$ cat config.mk
export PLATFORM = sky130hd
export DESIGN_NAME = line_segment_rasterizer
export DESIGN_NICKNAME = d
export VERILOG_FILES = /design/src/hw/rtl/lsr_pkg.sv /design/src/hw/rtl/line_segment_rasterizer.sv /design/src/hw/rtl/lsr_div.sv /design/src/hw/rtl/lsr_dp.sv /design/src/hw/rtl/lsr_ctrl.sv
export VERILOG_INCLUDE_DIRS = /design/src /design/src/hw/rtl
export SDC_FILE = /design/constraint.sdc
export NUM_CORES = 1
export LEC_CHECK = 0
export BUFFER_PORTS_ARGS = -buffer_cell sky130_fd_sc_hd__buf_2
export CORE_ASPECT_RATIO = 0.7
export CORE_UTILIZATION = 63
export CTS_CLUSTER_DIAMETER = 60
export CTS_CLUSTER_SIZE = 40
export DETAILED_ROUTE_END_ITERATION = 12
export PLACE_DENSITY = 0.87
export SYNTH_ARGS = -nofsm -noshare
export SYNTH_HDL_FRONTEND = slang
export SYNTH_SLANG_ARGS = --single-unit
$ cat constraint.sdc
create_clock -name i_clk -period 5.45 [get_ports i_clk]
set_input_delay 0.545 -clock i_clk [delete_from_list [all_inputs] [get_ports i_clk]]
set_output_delay 0.545 -clock i_clk [all_outputs]
set_load 0.05 [all_outputs]
$ cat src/hw/rtl/line_segment_rasterizer_defines.svh
// Assertion macros for the line rasterizer RTL.
// Needs i_clk and i_rst_n in the scope of each use.
`ifndef LINE_SEGMENT_RASTERIZER_DEFINES_SVH
`define LINE_SEGMENT_RASTERIZER_DEFINES_SVH

// Same-cycle implication, checked out of reset.
`define LSR_ASSERT_IMPL(lbl, ante, cons, msg) \
    lbl: assert property (@(posedge i_clk) disable iff (!i_rst_n) (ante) |-> (cons)) \
        else $error(msg);

// Next-cycle implication, checked out of reset.
`define LSR_ASSERT_NEXT(lbl, ante, cons, msg) \
    lbl: assert property (@(posedge i_clk) disable iff (!i_rst_n) (ante) |=> (cons)) \
        else $error(msg);

`endif

$ cat src/hw/rtl/lsr_pkg.sv
// Shared types and constants of the line rasterizer.
// No dependencies; used by every module of the block.
package lsr_pkg;

    localparam int ORIGIN_DEF    = 128;
    localparam int FRAC_BITS_DEF = 16;
    localparam int COLUMN_OFFSET = 128;

    localparam int COORD_W    = 8;   // endpoint coordinate width
    localparam int Y_INT_W    = 11;  // integer bits of the y accumulator
    localparam int T_INT_W    = 13;  // integer bits of the row term
    localparam int COL_W      = 8;
    localparam int ROW_W      = 9;
    localparam int IN_DATA_W  = 8;
    localparam int OUT_DATA_W = 24;
    localparam int CFG_IDX_W  = 8;

    localparam logic [CFG_IDX_W-1:0] REG_FIRST_X  = 8'd0;
    localparam logic [CFG_IDX_W-1:0] REG_SECOND_X = 8'd1;
    localparam logic [CFG_IDX_W-1:0] REG_FIRST_Y  = 8'd2;
    localparam logic [CFG_IDX_W-1:0] REG_SECOND_Y = 8'd3;

    typedef enum logic [1:0] {
        EMIT_FIRST,
        EMIT_SECOND,
        EMIT_RUN
    } t_emit_sel;

    typedef struct packed {
        logic      load;   // latch endpoints, start slope divide if sloped
        logic      step;   // advance the run point
        logic      emit;   // load the output register
        t_emit_sel sel;
        logic      last;
    } t_cmd;

    typedef struct packed {
        logic sloped_cfg;  // programmed endpoints make a sloped line
        logic run_now;     // run condition on current point
        logic run_next;    // run condition after one advance
        logic div_done;
    } t_status;

endpackage

$ cat src/hw/rtl/line_segment_rasterizer.sv
// Restart: first endpoint is in the output register in the cycle after the request;
//   a sloped line then holds off requests until the bit-serial slope divide is done.
// Tick: a pixel per request, one per cycle unless the output stalls; none when idle.
// Synchronous active-low reset: endpoints 0, line finished, output empty.
// Top level of the line rasterizer; uses lsr_pkg, lsr_ctrl, lsr_dp (lsr_div).
module line_segment_rasterizer #(
    parameter int ORIGIN    = lsr_pkg::ORIGIN_DEF,
    parameter int FRAC_BITS = lsr_pkg::FRAC_BITS_DEF
) (
    input  logic                             i_clk,
    input  logic                             i_rst_n,
    // request stream
    input  logic                             s_axis_tvalid,
    output logic                             s_axis_tready,
    input  logic [lsr_pkg::IN_DATA_W-1:0]    s_axis_tdata,   // [0] restart, rest zero
    // pixel stream
    output logic                             m_axis_tvalid,
    input  logic                             m_axis_tready,
    output logic [lsr_pkg::OUT_DATA_W-1:0]   m_axis_tdata,   // [7:0] column, [16:8] row
    output logic                             m_axis_tlast,   // last pixel of the line
    // register writes: 0 first_x, 1 second_x, 2 first_y, 3 second_y
    input  logic                             i_cfg_valid,
    output logic                             o_cfg_ready,
    input  logic [lsr_pkg::CFG_IDX_W-1:0]    i_cfg_index,
    input  logic [lsr_pkg::COORD_W-1:0]      i_cfg_data
);
    lsr_pkg::t_cmd    w_cmd;
    lsr_pkg::t_status w_status;
    logic [lsr_pkg::COL_W-1:0] w_column;
    logic [lsr_pkg::ROW_W-1:0] w_row;

    // Register writes are always taken; new endpoints apply at the next restart.
    assign o_cfg_ready = 1'b1;

    // Controller tracks the line phase (second endpoint, run, finished) and
    // owns the output valid; the output register lets a request be taken in
    // the same cycle the pending pixel leaves.
    lsr_ctrl u_ctrl (
        .i_clk        (i_clk),
        .i_rst_n      (i_rst_n),
        .i_in_valid   (s_axis_tvalid),
        .i_in_restart (s_axis_tdata[0]),
        .o_in_ready   (s_axis_tready),
        .i_out_ready  (m_axis_tready),
        .o_out_valid  (m_axis_tvalid),
        .i_status     (w_status),
        .o_cmd        (w_cmd)
    );

    // Datapath: endpoint swap, slope divide, DDA step, screen mapping.
    lsr_dp #(
        .ORIGIN    (ORIGIN),
        .FRAC_BITS (FRAC_BITS)
    ) u_dp (
        .i_clk       (i_clk),
        .i_rst_n     (i_rst_n),
        .i_cfg_valid (i_cfg_valid),
        .i_cfg_index (i_cfg_index),
        .i_cfg_data  (i_cfg_data),
        .i_cmd       (w_cmd),
        .o_status    (w_status),
        .o_column    (w_column),
        .o_row       (w_row),
        .o_last      (m_axis_tlast)
    );

    assign m_axis_tdata = {{(lsr_pkg::OUT_DATA_W - lsr_pkg::ROW_W - lsr_pkg::COL_W){1'b0}},
                           w_row, w_column};

endmodule

$ cat src/hw/rtl/lsr_div.sv
// Restoring divider, one quotient bit per cycle, unsigned.
// Uses lsr_pkg for the divisor width.
module lsr_div #(
    parameter int DIVIDEND_W = lsr_pkg::FRAC_BITS_DEF + lsr_pkg::COORD_W
) (
    input  logic                          i_clk,
    input  logic                          i_rst_n,
    input  logic                          i_start,
    input  logic [DIVIDEND_W-1:0]         i_dividend,
    input  logic [lsr_pkg::COORD_W-1:0]   i_divisor,
    output logic                          o_done,
    output logic [DIVIDEND_W-1:0]         o_quotient
);
    localparam int XW = lsr_pkg::COORD_W;
    localparam int CW = $clog2(DIVIDEND_W + 1);

    logic [DIVIDEND_W-1:0] r_quo;
    logic [XW-1:0]         r_rem;
    logic [XW-1:0]         r_div;
    logic [CW-1:0]         r_cnt;
    logic                  r_busy;
    logic                  r_done;
    logic [XW:0]           w_rem_sh;
    logic                  w_ge;
    logic [XW:0]           w_diff;

    always_comb begin
        w_rem_sh = {r_rem, r_quo[DIVIDEND_W-1]};
        w_ge     = w_rem_sh >= {1'b0, r_div};
        w_diff   = w_rem_sh - {1'b0, r_div};
    end

    always_ff @(posedge i_clk) begin
        if (!i_rst_n) begin
            r_busy <= 1'b0;
            r_done <= 1'b0;
            r_cnt  <= '0;
        end else begin
            r_done <= r_busy && (r_cnt == CW'(1));
            if (i_start) begin
                r_busy <= 1'b1;
                r_cnt  <= CW'(DIVIDEND_W);
            end else if (r_busy) begin
                r_cnt <= r_cnt - CW'(1);
                if (r_cnt == CW'(1)) begin
                    r_busy <= 1'b0;
                end
            end
        end
    end

    always_ff @(posedge i_clk) begin
        if (i_start) begin
            r_quo <= i_dividend;
            r_rem <= '0;
            r_div <= i_divisor;
        end else if (r_busy) begin
            r_quo <= {r_quo[DIVIDEND_W-2:0], w_ge};
            r_rem <= w_ge ? w_diff[XW-1:0] : w_rem_sh[XW-1:0];
        end
    end

    assign o_done     = r_done;
    assign o_quotient = r_quo;

endmodule

$ cat src/hw/rtl/lsr_dp.sv
// Line rasterizer datapath: endpoint registers, run state, pixel mapping.
// Uses lsr_pkg and instantiates lsr_div for the slope.
module lsr_dp #(
    parameter int ORIGIN    = lsr_pkg::ORIGIN_DEF,
    parameter int FRAC_BITS = lsr_pkg::FRAC_BITS_DEF
) (
    input  logic                            i_clk,
    input  logic                            i_rst_n,
    input  logic                            i_cfg_valid,
    input  logic [lsr_pkg::CFG_IDX_W-1:0]   i_cfg_index,
    input  logic [lsr_pkg::COORD_W-1:0]     i_cfg_data,
    input  lsr_pkg::t_cmd                   i_cmd,
    output lsr_pkg::t_status                o_status,
    output logic [lsr_pkg::COL_W-1:0]       o_column,
    output logic [lsr_pkg::ROW_W-1:0]       o_row,
    output logic                            o_last
);
    localparam int XW = lsr_pkg::COORD_W;
    localparam int YW = FRAC_BITS + lsr_pkg::Y_INT_W;
    localparam int TW = FRAC_BITS + lsr_pkg::T_INT_W;
    localparam int DW = FRAC_BITS + XW;
    localparam logic signed [YW-1:0] ONE_Q =
        {{(lsr_pkg::Y_INT_W-1){1'b0}}, 1'b1, {FRAC_BITS{1'b0}}};
    localparam logic signed [TW-1:0] ORIGIN_Q = TW'(ORIGIN) << FRAC_BITS;
    localparam logic signed [TW-1:0] ROUND_Q  = TW'((2**FRAC_BITS) - 1);

    typedef enum logic [1:0] {
        KIND_HORIZ,
        KIND_VERT,
        KIND_RISE,
        KIND_FALL
    } t_kind;

    function automatic logic signed [YW-1:0] to_q(input logic signed [XW-1:0] v);
        to_q = {{(YW-FRAC_BITS-XW){v[XW-1]}}, v, {FRAC_BITS{1'b0}}};
    endfunction

    function automatic logic in_run(input t_kind k, input logic signed [XW:0] x,
                                    input logic signed [YW-1:0] y,
                                    input logic signed [XW:0] ex,
                                    input logic signed [YW-1:0] lq);
        case (k)
            KIND_HORIZ: in_run = x < ex;
            KIND_VERT:  in_run = y < lq;
            KIND_RISE:  in_run = (y < lq) && (x <= ex);
            default:    in_run = (y > lq) && (x <= ex);
        endcase
    endfunction

    // endpoint registers
    logic signed [XW-1:0] r_x1, r_x2, r_y1, r_y2;

    // run state
    t_kind                r_kind;
    logic signed [XW:0]   r_cur_x;
    logic signed [XW-1:0] r_end_x, r_end_y, r_lim;
    logic signed [YW-1:0] r_y_acc;
    logic signed [YW-1:0] r_slope;

    // output payload
    logic [lsr_pkg::COL_W-1:0] r_column;
    logic [lsr_pkg::ROW_W-1:0] r_row;
    logic                      r_last;

    logic                 w_swap, w_horiz, w_vert, w_sloped;
    logic signed [XW-1:0] w_ax1, w_ay1, w_ax2, w_ay2, w_y_lo, w_y_hi;
    logic signed [XW:0]   w_dx, w_dy, w_dy_mag;
    t_kind                w_kind_ld;
    logic signed [XW:0]   w_x_nx, w_end_x9;
    logic signed [YW-1:0] w_y_nx, w_lim_q;
    logic signed [XW:0]   w_px;
    logic signed [YW-1:0] w_py;
    logic signed [TW-1:0] w_t, w_tr;
    logic [XW:0]          w_col9;
    logic                 w_div_done;
    logic [DW-1:0]        w_quo;
    logic signed [YW-1:0] w_quo_ext;

    // swap so that x runs upward, classify the line
    always_comb begin
        w_swap    = r_x1 > r_x2;
        w_ax1     = w_swap ? r_x2 : r_x1;
        w_ay1     = w_swap ? r_y2 : r_y1;
        w_ax2     = w_swap ? r_x1 : r_x2;
        w_ay2     = w_swap ? r_y1 : r_y2;
        w_dx      = {w_ax2[XW-1], w_ax2} - {w_ax1[XW-1], w_ax1};
        w_dy      = {w_ay2[XW-1], w_ay2} - {w_ay1[XW-1], w_ay1};
        w_dy_mag  = w_dy[XW] ? -w_dy : w_dy;
        w_horiz   = w_ay1 == w_ay2;
        w_vert    = !w_horiz && (w_ax1 == w_ax2);
        w_sloped  = !w_horiz && !w_vert;
        w_y_lo    = (w_ay1 < w_ay2) ? w_ay1 : w_ay2;
        w_y_hi    = (w_ay1 < w_ay2) ? w_ay2 : w_ay1;
        if (w_horiz) begin
            w_kind_ld = KIND_HORIZ;
        end else if (w_vert) begin
            w_kind_ld = KIND_VERT;
        end else if (w_ay1 < w_ay2) begin
            w_kind_ld = KIND_RISE;
        end else begin
            w_kind_ld = KIND_FALL;
        end
    end

    // one advance of the run point
    always_comb begin
        w_end_x9 = {r_end_x[XW-1], r_end_x};
        w_lim_q  = to_q(r_lim);
        case (r_kind)
            KIND_HORIZ: begin
                w_x_nx = r_cur_x + (XW+1)'(1);
                w_y_nx = r_y_acc;
            end
            KIND_VERT: begin
                w_x_nx = r_cur_x;
                w_y_nx = r_y_acc + ONE_Q;
            end
            default: begin
                w_x_nx = r_cur_x + (XW+1)'(1);
                w_y_nx = r_y_acc + r_slope;
            end
        endcase
    end

    // pixel mapping: column = x + offset, row = origin - y toward zero
    always_comb begin
        case (i_cmd.sel)
            lsr_pkg::EMIT_FIRST: begin
                w_px = {w_ax1[XW-1], w_ax1};
                w_py = to_q(w_ay1);
            end
            lsr_pkg::EMIT_SECOND: begin
                w_px = w_end_x9;
                w_py = to_q(r_end_y);
            end
            default: begin
                w_px = r_cur_x;
                w_py = r_y_acc;
            end
        endcase
        w_t    = ORIGIN_Q - {{(TW-YW){w_py[YW-1]}}, w_py};
        w_tr   = w_t[TW-1] ? (w_t + ROUND_Q) : w_t;
        w_col9 = w_px + (XW+1)'(lsr_pkg::COLUMN_OFFSET);
    end

    lsr_div #(
        .DIVIDEND_W (DW)
    ) u_div (
        .i_clk      (i_clk),
        .i_rst_n    (i_rst_n),
        .i_start    (i_cmd.load && w_sloped),
        .i_dividend ({w_dy_mag[XW-1:0], {FRAC_BITS{1'b0}}}),
        .i_divisor  (w_dx[XW-1:0]),
        .o_done     (w_div_done),
        .o_quotient (w_quo)
    );

    assign w_quo_ext = {{(YW-DW){1'b0}}, w_quo};

    always_ff @(posedge i_clk) begin
        if (!i_rst_n) begin
            r_x1    <= '0;
            r_x2    <= '0;
            r_y1    <= '0;
            r_y2    <= '0;
            r_kind  <= KIND_HORIZ;
            r_cur_x <= '0;
            r_end_x <= '0;
            r_end_y <= '0;
            r_lim   <= '0;
            r_y_acc <= '0;
            r_slope <= '0;
        end else begin
            if (i_cfg_valid) begin
                case (i_cfg_index)
                    lsr_pkg::REG_FIRST_X:  r_x1 <= i_cfg_data;
                    lsr_pkg::REG_SECOND_X: r_x2 <= i_cfg_data;
                    lsr_pkg::REG_FIRST_Y:  r_y1 <= i_cfg_data;
                    lsr_pkg::REG_SECOND_Y: r_y2 <= i_cfg_data;
                    default: ;
                endcase
            end
            if (i_cmd.load) begin
                r_kind  <= w_kind_ld;
                r_cur_x <= {w_ax1[XW-1], w_ax1};
                r_end_x <= w_ax2;
                r_end_y <= w_ay2;
                r_lim   <= w_vert ? w_y_hi : w_ay2;
                r_y_acc <= w_vert ? to_q(w_y_lo) : to_q(w_ay1);
                r_slope <= '0;
            end else if (i_cmd.step) begin
                r_cur_x <= w_x_nx;
                r_y_acc <= w_y_nx;
            end
            if (w_div_done) begin
                r_slope <= (r_kind == KIND_FALL) ? -w_quo_ext : w_quo_ext;
            end
        end
    end

    always_ff @(posedge i_clk) begin
        if (i_cmd.emit) begin
            r_column <= w_col9[lsr_pkg::COL_W-1:0];
            r_row    <= w_tr[FRAC_BITS +: lsr_pkg::ROW_W];
            r_last   <= i_cmd.last;
        end
    end

    always_comb begin
        o_status.sloped_cfg = w_sloped;
        o_status.run_now    = in_run(r_kind, r_cur_x, r_y_acc, w_end_x9, w_lim_q);
        o_status.run_next   = in_run(r_kind, w_x_nx, w_y_nx, w_end_x9, w_lim_q);
        o_status.div_done   = w_div_done;
    end

    assign o_column = r_column;
    assign o_row    = r_row;
    assign o_last   = r_last;

endmodule

$ cat src/hw/rtl/lsr_ctrl.sv
// Line rasterizer controller: line phase, request handshake, output valid.
// Uses lsr_pkg and the assertion macros header.
`include "line_segment_rasterizer_defines.svh"

module lsr_ctrl (
    input  logic             i_clk,
    input  logic             i_rst_n,
    input  logic             i_in_valid,
    input  logic             i_in_restart,
    output logic             o_in_ready,
    input  logic             i_out_ready,
    output logic             o_out_valid,
    input  lsr_pkg::t_status i_status,
    output lsr_pkg::t_cmd    o_cmd
);
    typedef enum logic [1:0] {
        ST_IDLE,    // line finished
        ST_SECOND,  // second endpoint next
        ST_RUN,     // run point next
        ST_DIV      // slope divide in flight
    } t_state;

    t_state r_state, n_state;
    logic   r_out_valid, n_out_valid;
    logic   w_accept;

    assign o_in_ready = (r_state != ST_DIV) && (!r_out_valid || i_out_ready);
    assign w_accept   = i_in_valid && o_in_ready;

    always_comb begin
        n_state = r_state;
        o_cmd   = '0;
        if (w_accept) begin
            if (i_in_restart) begin
                o_cmd.load = 1'b1;
                o_cmd.emit = 1'b1;
                o_cmd.sel  = lsr_pkg::EMIT_FIRST;
                n_state    = i_status.sloped_cfg ? ST_DIV : ST_SECOND;
            end else begin
                case (r_state)
                    ST_SECOND: begin
                        o_cmd.emit = 1'b1;
                        o_cmd.sel  = lsr_pkg::EMIT_SECOND;
                        o_cmd.last = !i_status.run_now;
                        n_state    = i_status.run_now ? ST_RUN : ST_IDLE;
                    end
                    ST_RUN: begin
                        o_cmd.emit = 1'b1;
                        o_cmd.step = 1'b1;
                        o_cmd.sel  = lsr_pkg::EMIT_RUN;
                        o_cmd.last = !i_status.run_next;
                        n_state    = i_status.run_next ? ST_RUN : ST_IDLE;
                    end
                    default: ;  // idle tick, no pixel
                endcase
            end
        end else if ((r_state == ST_DIV) && i_status.div_done) begin
            n_state = ST_SECOND;
        end
        n_out_valid = o_cmd.emit || (r_out_valid && !i_out_ready);
    end

    always_ff @(posedge i_clk) begin
        if (!i_rst_n) begin
            r_state     <= ST_IDLE;
            r_out_valid <= 1'b0;
        end else begin
            r_state     <= n_state;
            r_out_valid <= n_out_valid;
        end
    end

    assign o_out_valid = r_out_valid;

    `LSR_ASSERT_IMPL(a_emit_room, o_cmd.emit, !r_out_valid || i_out_ready, "pixel overwrote pending result")
    `LSR_ASSERT_NEXT(a_div_exit, (r_state == ST_DIV) && i_status.div_done, r_state == ST_SECOND, "divide end not followed")
    `LSR_ASSERT_NEXT(a_sloped_div, o_cmd.load && i_status.sloped_cfg, (r_state == ST_DIV) && r_out_valid, "sloped restart skipped divide")
    `LSR_ASSERT_IMPL(a_step_in_run, o_cmd.step, (r_state == ST_RUN) && !o_cmd.load, "step outside run phase")

endmodule
==> metrics.md, run 1 <==
| Metric | Value |
|---|---|
| Combinational share of power | 10.2% |
| Internal power | 0.00224 W |
| Die area | 22700 um^2 |
| Status | complete, but fails checks |
| DRT Wirelength | 38900 um |
| Final net count | 1900 |
| Slew margin rel. | 15.8% |
| Die Wd | 180 um |
| Clock Path Buffers | 2 |
| Clock network power share | 42.0% |
| Clk_lat worst skew | 450 ps |
| Crit share post-route | 95.6% |
| Worst min path class | input pin to flip-flop |
| Post-DP HPWL | 28100 um |
| Max-cap violations | 0 |
| FP Rows | 45 |
| Reg2Reg Depth | 24 |
| Final number of setup-violating endpoints | 0 |
| Layout cell share with drive strength beyond 1 | 8.11% |
| Reg-to-Reg Start | u_dp.r_slope[0] |
| Worst path arrival time | 5490 ps |
| Starting density of the core | 64.1% |
| R2R Path End | u_dp.o_last |
| First-pass GRT wire length | 62600 um |
| Io pins | 57 |
| Hold_ws | 392 ps |
| Vias in the first global route | 12400 |
| Worst slew pin tran | 1260 ps |
| H-tree depth | 4 |
| Avg Cell Area, Syn | 7.81 um^2 |
| Setup TNS | 0 ps |
| Worst IR drop on VDD | 0.175 mV |
| Critical Path End Type | flip-flop |
| Synthesized cell area | 13900 um^2 |
| Die H | 126 um |
| Synthesis-to-finish area growth | 6.97% |
| Max-slew violations | 0 |
| Synth area leaders | dfxtp_1, ha_1, edfxtp_1 |
| DR DRC count | 2 |
| Register-to-register setup slack | 240 ps |
| Pwr dens | 206 nW/um^2 |
| WS Path Type | flip-flop to flip-flop |
| CTS tree | yes |
| Port-buffer cells | 41 |
| Commonest non-fill, non-tap cell in the layout | nor2_1 |
| Reg power frac | 47.8% |
| Total Routing Usage GR | 34.2% |
| Hold Path End | u_dp.r_y1[0] |
| Final Power | 0.00307 W |
| Largest area contributor in the netlist | dfxtp_1 |
| Failing checks | design-rule violations |
| Commonest non-fill, non-tap cells in the layout | nor2_1, nand2_1, dfxtp_1 |
| Post-route ant nets | 0 |
| Sw frac | 27.1% |
| Antenna violations before repair | 0 |
| Main flop type after synthesis | dfxtp_1 |
| WL per Instance | 18.8 um |
| Final Hold Vio Count | 0 |
| DR pass1 iterations | 11 |
| Worst Path Required | 5730 ps |
| Clock root cell | clkbuf_16 |
| CTS sink count | 189 |
| CP Max Fanout | 5 |
| Synth Instances | 1781 |
| Via-to-Cell Ratio | 6.42 |
| Detailed-route via count | 13300 |
| Cts bufs inserted | 17 |
| Clk slew on worst S/H paths | 80 ps |
| Netlist cell types | 94 |
| Worst hold stages | 3 |
| Unrepaired setup endpoints after global routing | no |
| Setup Skew | 11.5 ps |
| Psw | 0.000830 W |
| Register area share after synthesis | 29.7% |
| Core box area | 21700 um^2 |
| CP startpoint kind | flip-flop |
| GP Congestion | 0.987 |
| Starting DRC count in detailed routing | 1509 |
| Synth Register Bits | 189 |
| F_max | 192 MHz |
| Tmin final | 5210 ps |
| Asr flop ratio synth | 0% |
| Number of synthesized flops with an enable pin | 34 |
| N_diodes | 0 |
| Top cell type's share of synthesized area | 22.3% |
| Leak | 6.12 nW |
| Hold Startpoint | i_cfg_data[0] |
| Largest net degree at the start of global routing | 70 |
| Gr ovfl total | 0 |
| Ys Warns | 0 |
==> layer usage <==
layer  GRT usage (%)  part of all wire (%)
met5               0                     0
met4            13.4                   3.0
met3            5.68                   8.4
met2            56.6                    45
met1            44.9                    43
==> cell usage after synthesis (38+ instances only) <==
cell type,number
nand3_1,48
ha_1,95
dfxtp_1,155
xnor2_1,68
nand2_1,169
a21oi_1,145
o21ai_0,91
inv_1,76
nor2_1,269
mux2i_1,68
clkbuf_1,74
xor2_1,38
==> how the worst max path moves through the flow <==
| stage | from | endpoint | slack (ps) |
|---|---|---|---|
| finish | u_dp.r_slope[0] | u_dp.o_last | 240 |
| global route | u_dp.r_slope[0] | u_dp.o_last | 20 |
| CTS | u_dp.r_y_acc[0] | u_dp.o_last | 310 |
| detailed placement | u_dp.r_y_acc[0] | u_dp.o_last | 380 |
| global placement | u_dp.r_slope[0] | u_dp.o_last | 500 |
| floorplan | u_ctrl.o_out_valid | u_dp.o_row[5] | 770 |
==> critical path, cell delays in order (launching register included) <==
cell and delay [ps]:
dfxtp_1 340, ha_1 190, inv_1 60, fa_1 420
nor2b_1 180, o21a_1 160, o21ai_0 120, a32o_1 340
o21ai_2 210, buf_4 170, a21oi_1 100, o21ai_0 170
a21oi_1 110, xnor2_1 160, nand2_1 80, o21ai_0 100
ha_1 330, nand4_1 120, nor3b_2 300, nand4_1 180
nor4_2 160, o2111a_1 230, nand4_1 260, a41o_1 350
a211oi_1 200
==> what timing repair did <==
item / 4_1_cts / 5_1_grt
gates resized for setup: 0 / 5
endpoints found under the hold margin: 0 / 0
setup buffers: 0 / 0
setup endpoints to repair: 0 / 2
hold buffers: 0 / 0
==> metrics by stage <==
step                cell area (um^2)  worst slack (ps)  utilization (%)  std cells
floorplan                      13900               771                -       1787
global placement               14300               498             65.8       2037
detailed placement             14300               381             65.8       2037
CTS                            14900               309             68.5       2069
global route                   14900              21.0             68.6       2069
finish                         14900               240             68.6       2069
==> state kept, by name, indices dropped and copies added (netlist names), 9 cells and up <==
register and flops:
u_dp.o_row 9, u_dp.r_cur_x 9, u_dp.r_slope 27, u_dp.r_y_acc 27, u_dp.u_div.o_quotient 24
==> kinds of logic (layout without fill, tap and decap cells) <==
kind of cell	count (synthesis)	in the layout	share of synthesized area (%)
compound gates	459	459	21.4
fa+ha+maj	97	97	8.84
buf+inv	185	185	5.63
flops	189	189	29.7
mux	71	71	5.14
simple gates	672	672	22.6
other cells	2	8	0.0540
xor+xnor	106	106	6.68
==> power groups by stage <==
stage | registers (W) | logic, W | clock network [W]
2_1_floorplan | 0.00153 | 0.000193 | 0
3_3_place_gp | 0.00150 | 0.000293 | 0
3_5_place_dp | 0.00150 | 0.000302 | 0
4_1_cts | 0.00147 | 0.000306 | 0.00129
5_1_grt | 0.00147 | 0.000339 | 0.00134
6_report | 0.00147 | 0.000314 | 0.00129
==> final cells by class <==
cell class              count  area (um^2)
well taps                 282          353
flip-flops and latches    189         4130
repair buffers             76          468
multi-input cells        1413         9060
fillers                  1767         6800
clock buffers              21          450
clock inverters            11          130
inverters                  77          289
(Power assumes the default switching activity.)
==> inputs of run 2 (changes only) <==
Clock period 5.45 ns to 4.8 ns, I/O delays scaled along.
==> run 2 against run 1 <==
Net effect: die area unchanged; final cell count is 1.6% higher; sequential cell count is the same; clock power rose by 12%; worst hold slack worse by 62 ps; the run ends with design-rule violations, negative setup slack left; global-route usage up 0.64 points; clock skew shrank 1.1 ps; fmax up 4.8%; combinational power up 16%; total power up 13%; critical path type unchanged.
==> metrics.md, run 2 (same netlist as run 1, synthesis figures left out) <==
| Metric | Value |
|---|---|
| Final Power | 0.00347 W |
| Hold_ws | 330 ps |
| Die Wd | 180 um |
| Delay-heaviest family, CP | compound AO/OA/AOI/OAI gates |
| GP Congestion | 0.961 |
| Cts bufs inserted | 17 |
| Slew margin rel. | 26.5% |
| PnR worst setup slack | -173 ps |
| Vias in the first global route | 12400 |
| N_diodes | 0 |
| Antenna violations before repair | 0 |
| Io pins | 57 |
| CTS sink count | 189 |
| Slowest cell on crit path | fa_2 |
| Clk slew on worst S/H paths | 70 ps |
| Port-buffer cells | 41 |
| Tmin final | 4970 ps |
| Max-slew violations | 0 |
| Status | complete, but fails checks |
| Worst Path Required | 5080 ps |
| Synthesis-to-finish area growth | 9.65% |
| Die H | 126 um |
| Failing checks | design-rule violations, negative setup slack |
| First-pass GRT wire length | 63600 um |
| Non-filler cells in the finished layout | 2103 |
| Unrepaired setup endpoints after global routing | yes |
| Final net count | 1934 |
| Total Routing Usage GR | 34.8% |
| Combinational share of power | 10.5% |
| Clock Path Buffers | 2 |
| Critical Path End Type | flip-flop |
| Via-to-Cell Ratio | 6.46 |
| Dpl cells | 2062 |
| Reg power frac | 48.0% |
| Psw | 0.000918 W |
| DR DRC count | 1 |
| CP Buf/Inv Count | 2 |
| Final number of setup-violating endpoints | 2 |
| Clock root cell | clkbuf_16 |
| Sw frac | 26.5% |
| Detailed-route via count | 13600 |
| Starting DRC count in detailed routing | 1504 |
| Internal power | 0.00255 W |
| Leak | 6.31 nW |
| Clk_lat worst skew | 450 ps |
| Worst min path class | input pin to flip-flop |
| Worst slew pin tran | 1100 ps |
| Gr ovfl total | 0 |
| Hold_buf cts | 0 |
| DR pass1 iterations | 10 |
| DRT Wirelength | 39900 um |
| CP Cell Sequence | ha_4 > inv_2 > fa_2 > nor2b_2 > o21a_1 > o21ai_2 > a32o_2 > o21ai_4 > buf_6 > a21oi_1 > o21ai_1 > a21oi_1 > xnor2_1 > nand2_1 > o21ai_1 > ha_1 > nand4_1 > nor3b_4 > nand4_1 > nor4_2 > o2111a_1 > nand4_1 > a41o_1 > a211oi_2 |
| Final Hold Vio Count | 0 |
| Crit share post-route | 104% |
| Commonest non-fill, non-tap cells in the layout | nor2_1, nand2_1, dfxtp_1 |
| Post-route ant nets | 0 |
| CP startpoint kind | flip-flop |
| Commonest non-fill, non-tap cell in the layout | nor2_1 |
| Largest net degree at the start of global routing | 59 |
| Worst IR drop on VDD | 0.266 mV |
| Post-DP HPWL | 28300 um |
| WS Path Type | flip-flop to flip-flop |
| Core box area | 21700 um^2 |
| Setup Skew | 10.3 ps |
| Pwr dens | 227 nW/um^2 |
| Critical Path Most Common Cell | nand4_1 |
| FP Rows | 45 |
| Worst path arrival time | 5260 ps |
| Die area | 22700 um^2 |
| Max incr delay on CP | 360 ps |
| Layout cell share with drive strength beyond 1 | 11.0% |
| WL per Instance | 19.0 um |
| CP Max Fanout | 3 |
| CTS tree | yes |
| Max-cap violations | 0 |
| Pre-CTS WS | -110 ps |
| H-tree depth | 4 |
| Clock network power share | 41.5% |
| F_max | 201 MHz |
| Starting density of the core | 64.1% |
-- run 2: cell types whose count changed in the layout (fill, tap and decap cells not counted), moves of 2 or more --
cell      previous run  this run
o21ai_0             90        84
o21ai_1              2         6
dfxtp_2              1         4
clkbuf_8             1         3
dfxtp_1            154       151
nand3_1             48        46
buf_4               35        68
inv_6                3         1
a21oi_2              1         7
a21oi_1            144       138
-- run 2: power groups by stage --
stage,registers (W),clock network (W),logic (W)
after floorplan,0.00174,0,0.000219
after global placement,0.00170,0,0.000335
after detailed placement,0.00170,0,0.000344
after CTS,0.00166,0.00144,0.000349
after global routing,0.00167,0.00151,0.000391
final,0.00166,0.00144,0.000364
-- run 2: what timing repair did --
item	CTS	global route
setup buffers	0	9
pin swaps	0	31
gates resized for setup	3	37
endpoints found under the setup margin	2	2
gates cloned	0	0
hold endpoints to repair	0	0
-- run 2: through the flow --
step	area (um^2)	TNS [ps]	utilization, %
after global placement	14500	0	66.7
after CTS	15100	0	69.4
after global routing	15200	-634	70.3
final	15200	-208	70.3
after detailed placement	14500	-140	66.7
after floorplan	13900	0	-
-- run 2: final timing paths --
kind                                           from                   to  slack (ps)  depth (start not counted)
worst max-delay path                u_dp.r_slope[0]          u_dp.o_last        -170                         24
worst min-delay path                  i_cfg_data[0]         u_dp.r_x2[0]         330                          3
worst max register to register      u_dp.r_slope[0]          u_dp.o_last        -170                         24
worst min register to register  u_dp.u_div.r_rem[7]  u_dp.u_div.r_rem[7]         500                          2
-- run 2: metal layers --
layer  share of wire, %  up-vias  global-route usage, %
li1                   -     6431                      -
met1                 42     6379                   46.1
met2                 45      669                   56.0
met3                8.7      115                   6.14
met4                3.7        0                   15.8
met5                  0        -                      0
-- run 2: cell type report --
| class | instances | area [um^2] |
|---|---|---|
| Clock inverter | 7 | 76.3 |
| Multi-Input combinational cell | 1413 | 9160 |
| Inverter | 77 | 289 |
| Timing Repair Buffer | 110 | 727 |
| Tap cell | 282 | 353 |
| Clock buffer | 25 | 507 |
| Sequential cell | 189 | 4130 |
| Fill cell | 1655 | 6430 |
-- run 2: tightest hold or removal path, stage by stage --
cell	delay (ps)
buf_2	120
mux2i_1	70
nor2_1	70
